### config.mk
export PLATFORM = sky130hd
export DESIGN_NAME = keyed_watchdog_timer_unit
export DESIGN_NICKNAME = d
export VERILOG_FILES = /design/src/sv/kwdt_pkg.sv /design/src/sv/keyed_watchdog_timer_unit.sv
export SDC_FILE = /design/constraint.sdc
export NUM_CORES = 1
export LEC_CHECK = 0
export BUFFER_PORTS_ARGS = -buffer_cell sky130_fd_sc_hd__buf_4
export CORE_MARGIN = 2
export CORE_UTILIZATION = 45
export DETAILED_ROUTE_END_ITERATION = 6
export MAX_ROUTING_LAYER = met4
export PLACE_DENSITY = 0.71
export RECOVER_POWER = 50
export SLEW_MARGIN = 20
export SYNTH_ARGS = -nofsm -noshare
export SYNTH_HDL_FRONTEND = slang
export SYNTH_SLANG_ARGS = --single-unit
### constraint.sdc
create_clock -name clk -period 5.2 [get_ports clk]
set_clock_uncertainty 0.2 [all_clocks]
set_input_delay 0.26 -clock clk [delete_from_list [all_inputs] [get_ports clk]]
set_output_delay 0.26 -clock clk [all_outputs]
set_load 0.02 [all_outputs]
### src/sv/kwdt_pkg.sv
// types and constants shared by the keyed watchdog timer
`timescale 1ns / 1ps

package kwdt_pkg;

    typedef enum logic [2:0] {
        ACT_TICK      = 3'd0,
        ACT_UNLOCK    = 3'd1,
        ACT_REFRESH   = 3'd2,
        ACT_CONTROL   = 3'd3,
        ACT_TIMEOUT_H = 3'd4,
        ACT_TIMEOUT_L = 3'd5,
        ACT_PRESCALER = 3'd6
    } action_t;

    typedef enum logic [1:0] {
        PH_LOCKED   = 2'd0,
        PH_FIRST    = 2'd1,
        PH_UNLOCKED = 2'd2
    } phase_t;

    localparam logic [15:0] KEY_UNLOCK_A  = 16'hC520;
    localparam logic [15:0] KEY_UNLOCK_B  = 16'hD928;
    localparam logic [15:0] KEY_REFRESH_A = 16'hA602;
    localparam logic [15:0] KEY_REFRESH_B = 16'hB480;

    localparam logic [9:0]  WINDOW_RESET   = 10'd256;
    localparam logic [31:0] TIMEOUT_RESET  = 32'h004C_4B4C;
    localparam logic [2:0]  DIVIDE_RESET   = 3'd4;

    localparam logic [1:0]  REG_UNLOCK_WINDOW = 2'd0;

endpackage

### src/sv/keyed_watchdog_timer_unit.sv
// keyed watchdog timer: key-gated configuration, prescaled counter, timeout flag
// an accepted input transfer's result is registered and offered as a result transfer in the next cycle
// throughput: one item per cycle unless stalled; output reg is refilled in the cycle taken
// in_ready stays high while the output register is empty or being taken
// reset: asynchronous, active low; locked, enabled, timeout 0x004C4B4C, prescaler 4
// unlock_window resets to 256; user must write via apb port only while idle, unenforced
`timescale 1ns / 1ps

module keyed_watchdog_timer_unit (
    input  logic        clk,
    input  logic        rst_n,
    input  logic        in_valid,
    output logic        in_ready,
    input  logic [2:0]  action,
    input  logic [15:0] write_data,
    output logic        out_valid,
    input  logic        out_ready,
    output logic        dog_enabled,
    output logic        is_unlocked,
    output logic        timeout_reset,
    output logic        bad_sequence,
    output logic [31:0] count_now,
    input  logic        psel,
    input  logic        penable,
    input  logic        pwrite,
    input  logic [1:0]  paddr,
    input  logic [31:0] pwdata,
    output logic [31:0] prdata,
    output logic        pready
);

    logic [9:0]        window_cfg_reg;
    kwdt_pkg::phase_t  phase_reg, phase_next;
    logic [9:0]        window_left_reg, window_left_next;
    logic              refresh_half_reg, refresh_half_next;
    logic              enable_reg, enable_next;
    logic              update_allowed_reg, update_allowed_next;
    logic [31:0]       timeout_reg, timeout_next;
    logic [2:0]        divide_setting_reg, divide_setting_next;
    logic [2:0]        divide_count_reg, divide_count_next;
    logic [31:0]       dog_count_reg, dog_count_next;

    logic              out_valid_reg;
    logic              fired_reg, fired_next;
    logic              bad_reg, bad_next;

    logic              accept;
    logic              is_open;
    logic              is_tick;
    logic              cfg_write;
    logic [31:0]       count_inc;

    // apb configuration

    assign pready    = 1'b1;
    assign cfg_write = psel && penable && pwrite;
    assign prdata    = (paddr == kwdt_pkg::REG_UNLOCK_WINDOW) ? {22'd0, window_cfg_reg} : 32'd0;

    always_ff @(posedge clk or negedge rst_n)
    begin
        if (!rst_n)
        begin
            window_cfg_reg <= kwdt_pkg::WINDOW_RESET;
        end
        else if (cfg_write)
        begin
            window_cfg_reg <= pwdata[9:0];
        end
    end

    // handshake

    assign in_ready = !out_valid_reg || out_ready;
    assign accept   = in_valid && in_ready;
    assign is_open  = (phase_reg == kwdt_pkg::PH_UNLOCKED);
    assign is_tick  = (action == kwdt_pkg::ACT_TICK);

    // unlock sequence

    always_comb
    begin
        phase_next       = phase_reg;
        window_left_next = window_left_reg;
        if (action == kwdt_pkg::ACT_UNLOCK)
        begin
            priority if (write_data == kwdt_pkg::KEY_UNLOCK_A)
            begin
                phase_next       = kwdt_pkg::PH_FIRST;
                window_left_next = 10'd0;
            end
            else if (write_data == kwdt_pkg::KEY_UNLOCK_B && phase_reg == kwdt_pkg::PH_FIRST)
            begin
                phase_next       = kwdt_pkg::PH_UNLOCKED;
                window_left_next = window_cfg_reg;
            end
            else
            begin
                phase_next       = kwdt_pkg::PH_LOCKED;
                window_left_next = 10'd0;
            end
        end
        else if (is_tick && is_open)
        begin
            if (window_left_reg <= 10'd1)
            begin
                phase_next       = kwdt_pkg::PH_LOCKED;
                window_left_next = 10'd0;
            end
            else
            begin
                window_left_next = window_left_reg - 10'd1;
            end
        end
    end

    // item datapath

    assign count_inc = dog_count_reg + 32'd1;

    always_comb
    begin
        refresh_half_next   = refresh_half_reg;
        enable_next         = enable_reg;
        update_allowed_next = update_allowed_reg;
        timeout_next        = timeout_reg;
        divide_setting_next = divide_setting_reg;
        divide_count_next   = divide_count_reg;
        dog_count_next      = dog_count_reg;
        fired_next          = 1'b0;
        bad_next            = 1'b0;
        unique case (action)
            kwdt_pkg::ACT_TICK:
            begin
                if (enable_reg)
                begin
                    if (divide_count_reg >= divide_setting_reg)
                    begin
                        divide_count_next = 3'd0;
                        if (count_inc >= timeout_reg)
                        begin
                            dog_count_next = 32'd0;
                            fired_next     = 1'b1;
                        end
                        else
                        begin
                            dog_count_next = count_inc;
                        end
                    end
                    else
                    begin
                        divide_count_next = divide_count_reg + 3'd1;
                    end
                end
            end
            kwdt_pkg::ACT_UNLOCK:
            begin
                bad_next = (write_data != kwdt_pkg::KEY_UNLOCK_A)
                        && !(write_data == kwdt_pkg::KEY_UNLOCK_B
                             && phase_reg == kwdt_pkg::PH_FIRST);
            end
            kwdt_pkg::ACT_REFRESH:
            begin
                priority if (write_data == kwdt_pkg::KEY_REFRESH_A)
                begin
                    refresh_half_next = 1'b1;
                end
                else if (write_data == kwdt_pkg::KEY_REFRESH_B && refresh_half_reg)
                begin
                    dog_count_next    = 32'd0;
                    divide_count_next = 3'd0;
                    refresh_half_next = 1'b0;
                end
                else
                begin
                    refresh_half_next = 1'b0;
                    bad_next          = 1'b1;
                end
            end
            kwdt_pkg::ACT_CONTROL:
            begin
                if (is_open && update_allowed_reg)
                begin
                    enable_next         = write_data[0];
                    update_allowed_next = write_data[1];
                end
                else
                begin
                    bad_next = 1'b1;
                end
            end
            kwdt_pkg::ACT_TIMEOUT_H:
            begin
                if (is_open)
                    timeout_next = {write_data, timeout_reg[15:0]};
                else
                    bad_next = 1'b1;
            end
            kwdt_pkg::ACT_TIMEOUT_L:
            begin
                if (is_open)
                    timeout_next = {timeout_reg[31:16], write_data};
                else
                    bad_next = 1'b1;
            end
            kwdt_pkg::ACT_PRESCALER:
            begin
                if (is_open)
                    divide_setting_next = write_data[2:0];
                else
                    bad_next = 1'b1;
            end
            default:
            begin
                bad_next = 1'b0;
            end
        endcase
    end

    // state and result registers

    always_ff @(posedge clk or negedge rst_n)
    begin
        if (!rst_n)
        begin
            phase_reg          <= kwdt_pkg::PH_LOCKED;
            window_left_reg    <= 10'd0;
            refresh_half_reg   <= 1'b0;
            enable_reg         <= 1'b1;
            update_allowed_reg <= 1'b1;
            timeout_reg        <= kwdt_pkg::TIMEOUT_RESET;
            divide_setting_reg <= kwdt_pkg::DIVIDE_RESET;
            divide_count_reg   <= 3'd0;
            dog_count_reg      <= 32'd0;
            out_valid_reg      <= 1'b0;
            fired_reg          <= 1'b0;
            bad_reg            <= 1'b0;
        end
        else
        begin
            if (accept)
            begin
                phase_reg          <= phase_next;
                window_left_reg    <= window_left_next;
                refresh_half_reg   <= refresh_half_next;
                enable_reg         <= enable_next;
                update_allowed_reg <= update_allowed_next;
                timeout_reg        <= timeout_next;
                divide_setting_reg <= divide_setting_next;
                divide_count_reg   <= divide_count_next;
                dog_count_reg      <= dog_count_next;
                fired_reg          <= fired_next;
                bad_reg            <= bad_next;
                out_valid_reg      <= 1'b1;
            end
            else if (out_ready)
            begin
                out_valid_reg <= 1'b0;
            end
        end
    end

    assign out_valid     = out_valid_reg;
    assign dog_enabled   = enable_reg;
    assign is_unlocked   = (phase_reg == kwdt_pkg::PH_UNLOCKED);
    assign timeout_reset = fired_reg;
    assign bad_sequence  = bad_reg;
    assign count_now     = dog_count_reg;

    // assertions

    a_window_closed_when_locked: assert property (@(posedge clk) disable iff (!rst_n)
        phase_reg != kwdt_pkg::PH_UNLOCKED |-> window_left_reg == 10'd0)
        else $error("window count left over while locked");

    a_fire_clears_count: assert property (@(posedge clk) disable iff (!rst_n)
        out_valid_reg && fired_reg |-> dog_count_reg == 32'd0)
        else $error("timeout fired with nonzero count");

    a_fire_not_bad: assert property (@(posedge clk) disable iff (!rst_n)
        out_valid_reg |-> !(fired_reg && bad_reg))
        else $error("timeout and bad sequence on one transfer");

    a_prescale_bound: assert property (@(posedge clk) disable iff (!rst_n)
        accept && is_tick && enable_reg |=> divide_count_reg <= divide_setting_reg
            || $past(divide_count_reg) > $past(divide_setting_reg))
        else $error("prescale count ran past setting");

    a_result_held: assert property (@(posedge clk) disable iff (!rst_n)
        out_valid_reg && !out_ready |=> out_valid_reg && $stable(count_now)
            && $stable(bad_sequence) && $stable(timeout_reset))
        else $error("stalled result changed");

endmodule
-- Yosys cells after proc, flatten, opt, wreduce, memory -nomap -nowiden
Index checks and enable logic that the tools add are counted.
- shift-type cells: 0
- mux-type cells: 37
- $mul: 0
- $lt $le $gt $ge: 3
- divide/modulo/power cells: 0
- $add $sub $neg: 3
- equality and inequality tests: 17
- bitwise logic cells: 2
- reduce and logical (&&, ||, !) cells: 27
- operator list (cell ; number):
    32-bit 2-to-1 mux ; 6
    32-bit one-hot mux with 2 select lines ; 2
    16-bit equality test (second input constant) ; 4
    10-bit 2-to-1 mux ; 6
    32-bit by 1-bit adder with 32-bit output (second input constant) ; 1
    32-bit greater-or-equal comparator ; 1
    16-bit 2-to-1 mux ; 1
    16-bit != test (second input constant) ; 1
    3-bit 2-to-1 mux ; 4
    1-bit 2-to-1 mux ; 11
    10-bit by 1-bit <= comparator with 1-bit output (second input constant) ; 1
    2-bit 2-to-1 mux ; 5
    10-bit by 1-bit subtractor with 10-bit output (second input constant) ; 1
    3-bit equality test (second input constant) ; 3
    3-bit AND reduction ; 3
    1-bit logical AND ; 8
    4-bit AND reduction ; 2
    2-bit nonzero test ; 4
    3-bit by 2-bit equality test with 1-bit output (second input constant) ; 2
    2-bit != test (second input constant) ; 3
    3-bit one-hot mux with 2 select lines ; 1
    6-bit AND reduction ; 1
    5-bit AND reduction ; 1
    1-bit one-hot mux with 4 select lines ; 1
    other kinds (13) ; 16
- memories: 0
- bits in read-only memories: 0
- bits in latches: 0
- output and inout bits: 71
- flip-flop bits (word level): 98
- bits of input ports: 60
- RAM bits: 0

-- Depth between registers and ports, before layout
Gate-level depths: netlist (run 1).
- depth in word-level cells: 6
- depth in mapped cells: 17
- mapped depth without buffers: 13

-- Worst setup path after synthesis (run 1)
Ideal clock, no wire load.
- kind: flip-flop to flip-flop
- from: reg dog_count_reg[0] (netlist: count_now[0])
- to: reg dog_count_reg[27] (netlist: count_now[27])
- slack: 1.109 ns
- arrival: 3.770 ns
- cell stages (with the launch flop): 17
- cells stage by stage: dfrtp_1 -> ha_1 -> and4_1 -> or4b_1 -> buf_2 -> nor2_4 -> nand4_1 -> xnor2_1 -> ha_1 -> nand4_1 -> nor4_1 -> nand2_1 -> a31oi_2 -> nor2_1 -> buf_2 -> buf_4 -> a22o_1
- longest elaborated chain between the ends: 6
- RTL lines (element ; RTL line ; text):
    start: declaration ; keyed_watchdog_timer_unit.sv:41 ; logic [31:0] dog_count_reg, dog_count_next;
    start signal: assignment ; keyed_watchdog_timer_unit.sv:250 ; dog_count_reg <= dog_count_next;
    32-bit by 1-bit adder with 32-bit output * ; keyed_watchdog_timer_unit.sv:118 ; assign count_inc = dog_count_reg + 32'd1;
    32-bit greater-or-equal comparator ; keyed_watchdog_timer_unit.sv:139 ; if (count_inc >= timeout_reg)
    32-bit 2-to-1 mux * ; keyed_watchdog_timer_unit.sv:139 ;
    32-bit 2-to-1 mux * ; keyed_watchdog_timer_unit.sv:136 ; if (divide_count_reg >= divide_setting_reg)
    32-bit 2-to-1 mux * ; keyed_watchdog_timer_unit.sv:134 ; if (enable_reg)
    32-bit one-hot mux with 2 select lines * ; keyed_watchdog_timer_unit.sv:131 ; unique case (action)
Mark *: on every way between the ends. The rest lies on a longest branch, timed or not. The select of a mux whose other input is x is not followed.
A chain may end at the register's enable or synchronous reset.

-- Worst setup path in the final report (run 1)
- from: reg dog_count_reg[0] (netlist: count_now[0])
- to: reg dog_count_reg[12] (netlist: count_now[12])
Same word-level chain as after synthesis.

==> results_dict.tcl, run 1 <==
set metrics [dict create \
    crit_family "simple AND/OR/NAND/NOR gates" \
    finalPower_mw 1.79 \
    layout.nets 802 \
    ys_types 59 \
    dr.pass1.iters 5 \
    synth_seq_cells 98 \
    yosysSeqAreaShare 0.414 \
    ir_worst_vdd_uv 147 \
    hp-class "in2reg" \
    powerDensity_nw_per_um2 257 \
    hold_violations 1 \
    grt_pass1_vias 4781 \
    critPathRequiredTime_ps 5230 \
    layout.cells.non_filler 884 \
    worstSetupEndpointType "register" \
    clockBufferDepth 2 \
    setup_tns_ps 0 \
    failed_checks "negative hold slack, max-capacitance violations, max-slew violations" \
    outcome "finished with violations" \
    async_reset_ff_frac 1.00 \
    period_minus_slack_ps 4410 \
    syn-cell-area_um2 5970 \
    h-tree-depth 3 \
    ys.flop_type "dfrtp_1" \
    slew_viol_final 45 \
    diodes 0 \
    worst_hold_slack_ps -0.309 \
    grt-ovfl-total 0 \
    dp_hpwl_mm 10.3 \
    clk_pin_slew_ps 70 \
    clk_latency_ps 360 \
    yosysTopAreaCell "dfrtp_1" \
    grt_max_degree 56 \
    placedCellCount 846 \
    critPathMaxStageDelay_ps 600 \
    worstPathArrival_ps 4440 \
    p_switching_mw 0.516 \
    start_kind "register" \
    wirelength_mm 14.0 \
    fp.dieW_um 119 \
    grt_use_total 0.211 \
    die_area_um2 14200 \
    clkPwrFrac 0.347 \
    cts_tree "done" \
    pwr-share-seq 0.478 \
    rsz0062_at_grt "false" \
    synth.most_common_cell "dfrtp_1" \
    fmax_ghz 0.227 \
    grt_pass1_wl_mm 23.2 \
    fp.dieH_um 119 \
    netlist_top_cells_area "dfrtp_1, ha_1, mux2_2" \
    path_buf_inv 2 \
    antenna_found_initial 0 \
    swShare 0.288 \
    row_count 42 \
    synth_top_area_frac 0.352 \
    intPower_mw 1.28 \
    crit_path_cell_trace "ha_1 > and4_1 > or4b_1 > nor2_4 > nand3_1 > xnor2_1 > ha_1 > nand4_1 > nor4_1 > nand2_1 > a31oi_2 > buf_4 > nor2_1 > buf_4 > a221o_1" \
    synth_edf_count 0 \
    coreArea_um2 13100 \
    cts_root_buffer "clkbuf_16" \
    p_comb_frac 0.175 \
    cts_resized 0 \
    ys_top_cells_by_count "dfrtp_1, o21ai_0, ha_1, inv_1, nand3_1" \
    p_leak_nw 3.24 \
    drive_gt1_frac 0.169 \
    wire_per_inst_um 15.8 \
    slew_headroom -0.542 \
    place_congestion 0.870 \
    syn_avg_cell_area_um2 9.85 \
    viasPerCell 5.48 \
    drt_iter0_markers 292 \
    vias 4845 \
    yosys_warnings 0 \
    initial_core_util 0.456 \
    drc 0 \
    setup_violations 0 \
    cts.sinks 98 \
    port_buffers 85 \
    area_growth_pct 17.1 \
    syn_inst 606 \
    cts_made_buffers 9 \
    maxCapViolations 1 \
    final.period_utilization 0.848 \
    io_pins 131 \
    critPathKind "reg2reg" \
    crit_path_top_delay_cell "or4b_1" \
    crit_fanout 29 \
    tightest_slew_ps 2310 \
    drtAntennaViolNets 0 \
]
per-layer routing:
| layer | track usage | wire [um] |
|---|---|---|
| met4 | 0.0900 | 363 |
| met3 | 0.0297 | 545 |
| met5 | - | 0 |
| met1 | 0.270 | 6480 |
| met2 | 0.338 | 6620 |
cell families (layout without fill, tap and decap cells):
kind of cell    after synthesis  in the layout  share of synthesized area
mux                          34             34                     0.0641
other cells                   2             23                    0.00126
fa+ha+maj                    39             39                     0.0817
flops                        98             98                      0.414
xor+xnor                     29             29                     0.0425
buf+inv                      85            166                     0.0731
compound gates              129            129                      0.145
simple gates                190            190                      0.179
worst min-delay path, cell delays in order:
cell,delay [ps]
buf_4,120
nand3_1,60
o21ai_0,70
path summary, 6_finish.rpt:
path | startpoint | end | slack, ps | cells after the start
worst max-delay path | count_now[0]$_DFFE_PN0P_ | count_now[12]$_DFFE_PN0P_ | 790 | 15
worst min-delay path | write_data[8] | timeout_reg[24]$_DFFE_PN0P_ | -0.3 | 3
worst max register to register | count_now[0]$_DFFE_PN0P_ | count_now[12]$_DFFE_PN0P_ | 790 | 15
worst min register to register | bad_sequence$_DFFE_PN0P_ | bad_sequence$_DFFE_PN0P_ | 290 | 2
max in group asynchronous | rst_n | divide_setting_reg[0]$_DFFE_PN0P_ | 1560 | 3
min in group asynchronous | rst_n | count_now[4]$_DFFE_PN0P_ | 920 | 2
cell type report:
cell class                 count  area, um2
clock buffer                  13        250
fill                        1179       6090
tap                          176        220
inverter                      37        139
multi-input combinational    444       3150
clock inverter                 3       15.0
sequential                    98       2470
timing repair buffer         113        747
layout by cell type, fill, tap and decap left out, types with 4 or more instances in the layout:
| master | count |
|---|---|
| a211oi_1 | 5 |
| a21oi_1 | 29 |
| a22o_1 | 27 |
| and2_0 | 8 |
| and3_1 | 6 |
| and4_1 | 7 |
| buf_4 | 39 |
| clkbuf_1 | 44 |
| clkbuf_16 | 9 |
| clkbuf_4 | 10 |
| conb_1 | 23 |
| dfrtp_1 | 84 |
| dfstp_2 | 12 |
| dlygate4sd3_1 | 22 |
| ha_1 | 39 |
| inv_1 | 37 |
| mux2_2 | 34 |
| nand2_1 | 34 |
| nand2b_1 | 8 |
| nand3_1 | 37 |
| nand4_1 | 8 |
| nor2_1 | 29 |
| nor3_1 | 15 |
| nor3b_1 | 4 |
| nor4_1 | 5 |
| nor4bb_1 | 4 |
| o21ai_0 | 44 |
| xnor2_1 | 22 |
| xor2_1 | 7 |
metrics by stage:
| step | setup WS (ps) | utilization | area (um2) |
|---|---|---|---|
| after floorplan | 1110 | - | 6050 |
| after global placement | 890 | 0.509 | 6660 |
| after detailed placement | 825 | 0.509 | 6660 |
| after CTS | 802 | 0.546 | 7150 |
| after global routing | 475 | 0.534 | 6990 |
| final | 791 | 0.534 | 6990 |
repair_timing:
action / 4_1_cts / 5_1_grt
endpoints found under the setup margin: 0 / 0
buffers inserted: 0 / 0
endpoints found under the hold margin: 60 / 0
hold buffers: 22 / 0
power groups by stage:
stage	Combinational, mW	Sequential (mW)	Clock [mW]
finish	0.313	0.858	0.622
global route	0.355	0.867	0.669
CTS	0.319	0.858	0.632
detailed placement	0.304	0.871	0
global placement	0.296	0.867	0
floorplan	0.224	0.859	0
Power figures use the tool's default switching activity.
==> inputs of run 2 (changes only) <==
Settings changed: ABC_AREA from default to 1, PLACE_DENSITY 0.71 to 0.73.
Clock period 5.2 ns to 4 ns, I/O delays scaled along.
==> results_dict.tcl, run 2 <==
set metrics [dict create \
    wire_per_inst_um 13.1 \
    period_minus_slack_ps 3550 \
    clockBufferDepth 2 \
    io_pins 131 \
    reg2reg_slack_ps 450 \
    grt_pass1_wl_mm 28.7 \
    worstPathArrival_ps 3590 \
    initial_core_util 0.456 \
    port_buffers 85 \
    dr.pass1.iters 7 \
    whs_path_depth 4 \
    layout.cells.non_filler 1323 \
    holdPathEnd "refresh_half_reg$_DFFE_PN0P_" \
    clkPwrFrac 0.271 \
    yosys_warnings 0 \
    placedCellCount 1277 \
    setup_violations 0 \
    worstHoldStart "action[2]" \
    clk_latency_ps 360 \
    syn_avg_cell_area_um2 6.71 \
    swShare 0.349 \
    ff2ff_path_depth 18 \
    hold_violations 0 \
    ys.flop_type "dfrtp_1" \
    synth_seq_cells 98 \
    cts_setup_buffers 0 \
    drive_gt1_frac 0.0881 \
    setup_tns_ps 0 \
    slew_viol_final 68 \
    wl_met1_mm 8.08 \
    cts_root_buffer "clkbuf_16" \
    wirelength_mm 17.3 \
    fmax_ghz 0.282 \
    netlist_top_cells_area "dfrtp_1, nand2_1, nor2_1" \
    vias 6537 \
    worstSetupEndpointType "register" \
    p_switching_mw 1.18 \
    syn-cell-area_um2 6880 \
    async_reset_ff_frac 1.00 \
    top_layer "met4" \
    grt_max_degree 68 \
    slew_headroom -0.129 \
    failed_checks "max-capacitance violations, max-slew violations" \
    area_growth_pct 16.4 \
    reg2reg_from "count_now[0]$_DFFE_PN0P_" \
    r2r-end "count_now[27]$_DFFE_PN0P_" \
    drc 0 \
    synth_edf_count 0 \
    final_common_cell "nand2_1" \
    synth.most_common_cell "nand2_1" \
    outcome "finished with violations" \
    start_kind "register" \
    p_leak_nw 4.16 \
    critPathRequiredTime_ps 4050 \
    p_comb_frac 0.300 \
    fp.dieH_um 128 \
    grt_pass1_vias 5978 \
    final_area_um2 8000 \
    intPower_mw 2.19 \
    h-tree-depth 3 \
    synth_top_area_frac 0.306 \
    ys_top_cells_by_count "nand2_1, nor2_1, inv_1, nand3_1, dfrtp_1" \
    yosysSeqAreaShare 0.359 \
    critPathKind "reg2reg" \
    rsz0062_at_grt "false" \
    worst_hold_slack_ps 42.1 \
    ys_types 37 \
    viasPerCell 4.94 \
    coreArea_um2 15100 \
    wl_met3_um 742 \
    diodes 0 \
    place_congestion 0.924 \
    grt_use_total 0.226 \
    row_count 45 \
    cts_tree "done" \
    die_area_um2 16300 \
    layout_setup_ws_ps 452 \
    grt-ovfl-total 0 \
    place_ws_ps 475 \
    cts.sinks 98 \
    cts_made_buffers 9 \
    final.period_utilization 0.887 \
    hp-class "in2reg" \
    ir_worst_vdd_uv 256 \
    dp_hpwl_mm 12.7 \
    tightest_slew_ps 1690 \
    most-common-layout-cells "nand2_1, nor2_1, inv_1" \
    drt_iter0_markers 448 \
    layout.nets 1229 \
    powerDensity_nw_per_um2 421 \
    placed_cell_area_um2 7570 \
    fp.dieW_um 128 \
    yosysTopAreaCell "dfrtp_1" \
    syn_inst 1024 \
    clk_pin_slew_ps 70 \
    maxCapViolations 1 \
    drtAntennaViolNets 0 \
    antenna_found_initial 0 \
    wl_met2_mm 8.12 \
    pwr-share-seq 0.428 \
    crit_fanout 24 \
]
run 2: logic make-up (layout without fill, tap and decap cells):
group / Yosys count / after routing / share of synthesized area
and+or+nand+nor: 588 / 588 / 0.359
adders and majority gates: 39 / 39 / 0.0710
other: 2 / 23 / 0.00109
DFF: 98 / 98 / 0.359
AOI/OAI and AO/OA: 85 / 85 / 0.0655
buffers and inverters: 198 / 288 / 0.127
xor gates and xnor gates: 14 / 14 / 0.0178
run 2: critical path: stages (launching register included):
cell and delay, ps:
dfrtp_1 560, ha_1 330, nand3_2 150, inv_1 80, nand2_1 130, nor2_2 190
xor2_1 280, inv_1 90, ha_1 280, nand2_1 50, nor2_1 120, nand2_1 90
nor2_1 100, nor2_1 50, nand2_1 50, nand2_1 210, buf_4 310, nand3_1 100
nand2_1 60
run 2: area by class of cell:
cell class                 instances  area [um2]
clock buffer                      12         256
clock inverter                     4        50.0
tap                              188         235
timing repair buffer             120         805
fill                            1499        7090
multi-input combinational        749        3620
sequential                        98        2470
inverter                         152         571
run 2: how the worst max path moves through the flow:
stage | from | end | slack [ps] | depth (start not counted)
global placement | count_now[0]$_DFFE_PN0P_ | count_now[18]$_DFFE_PN0P_ | 570 | 18
finish | count_now[0]$_DFFE_PN0P_ | count_now[27]$_DFFE_PN0P_ | 450 | 18
global route | count_now[0]$_DFFE_PN0P_ | count_now[23]$_DFFE_PN0P_ | 100 | 18
floorplan | count_now[0]$_DFFE_PN0P_ | count_now[21]$_DFFE_PN0P_ | 1010 | 19
CTS | count_now[0]$_DFFE_PN0P_ | count_now[27]$_DFFE_PN0P_ | 460 | 18
detailed placement | count_now[0]$_DFFE_PN0P_ | count_now[26]$_DFFE_PN0P_ | 480 | 18
run 2: per-layer routing:
metal / GRT usage / vias up
met4: 0.0782 / 0
met3: 0.0297 / 27
met1: 0.288 / 2962
met5: - / -
li1: - / 3367
met2: 0.370 / 181
run 2: power by group through the flow:
stage	Sequential [mW]	Clock [mW]	Combinational, mW
after floorplan	1.43	0	0.746
after global placement	1.45	0	0.966
after global routing	1.47	0.968	1.18
final	1.44	0.913	1.01
after CTS	1.44	0.928	1.03
after detailed placement	1.46	0	0.996
run 2: repair_timing:
item                      4_1_cts  5_1_grt
hold buffers                   30        0
hold endpoints to repair       98        0
resized for setup               0        0
run 2: per-stage QoR:
stage	power (mW)	utilization
after floorplan	2.18	-
after global placement	2.41	0.501
final	3.37	0.530
after global routing	3.63	0.530
after CTS	3.40	0.542
after detailed placement	2.45	0.501
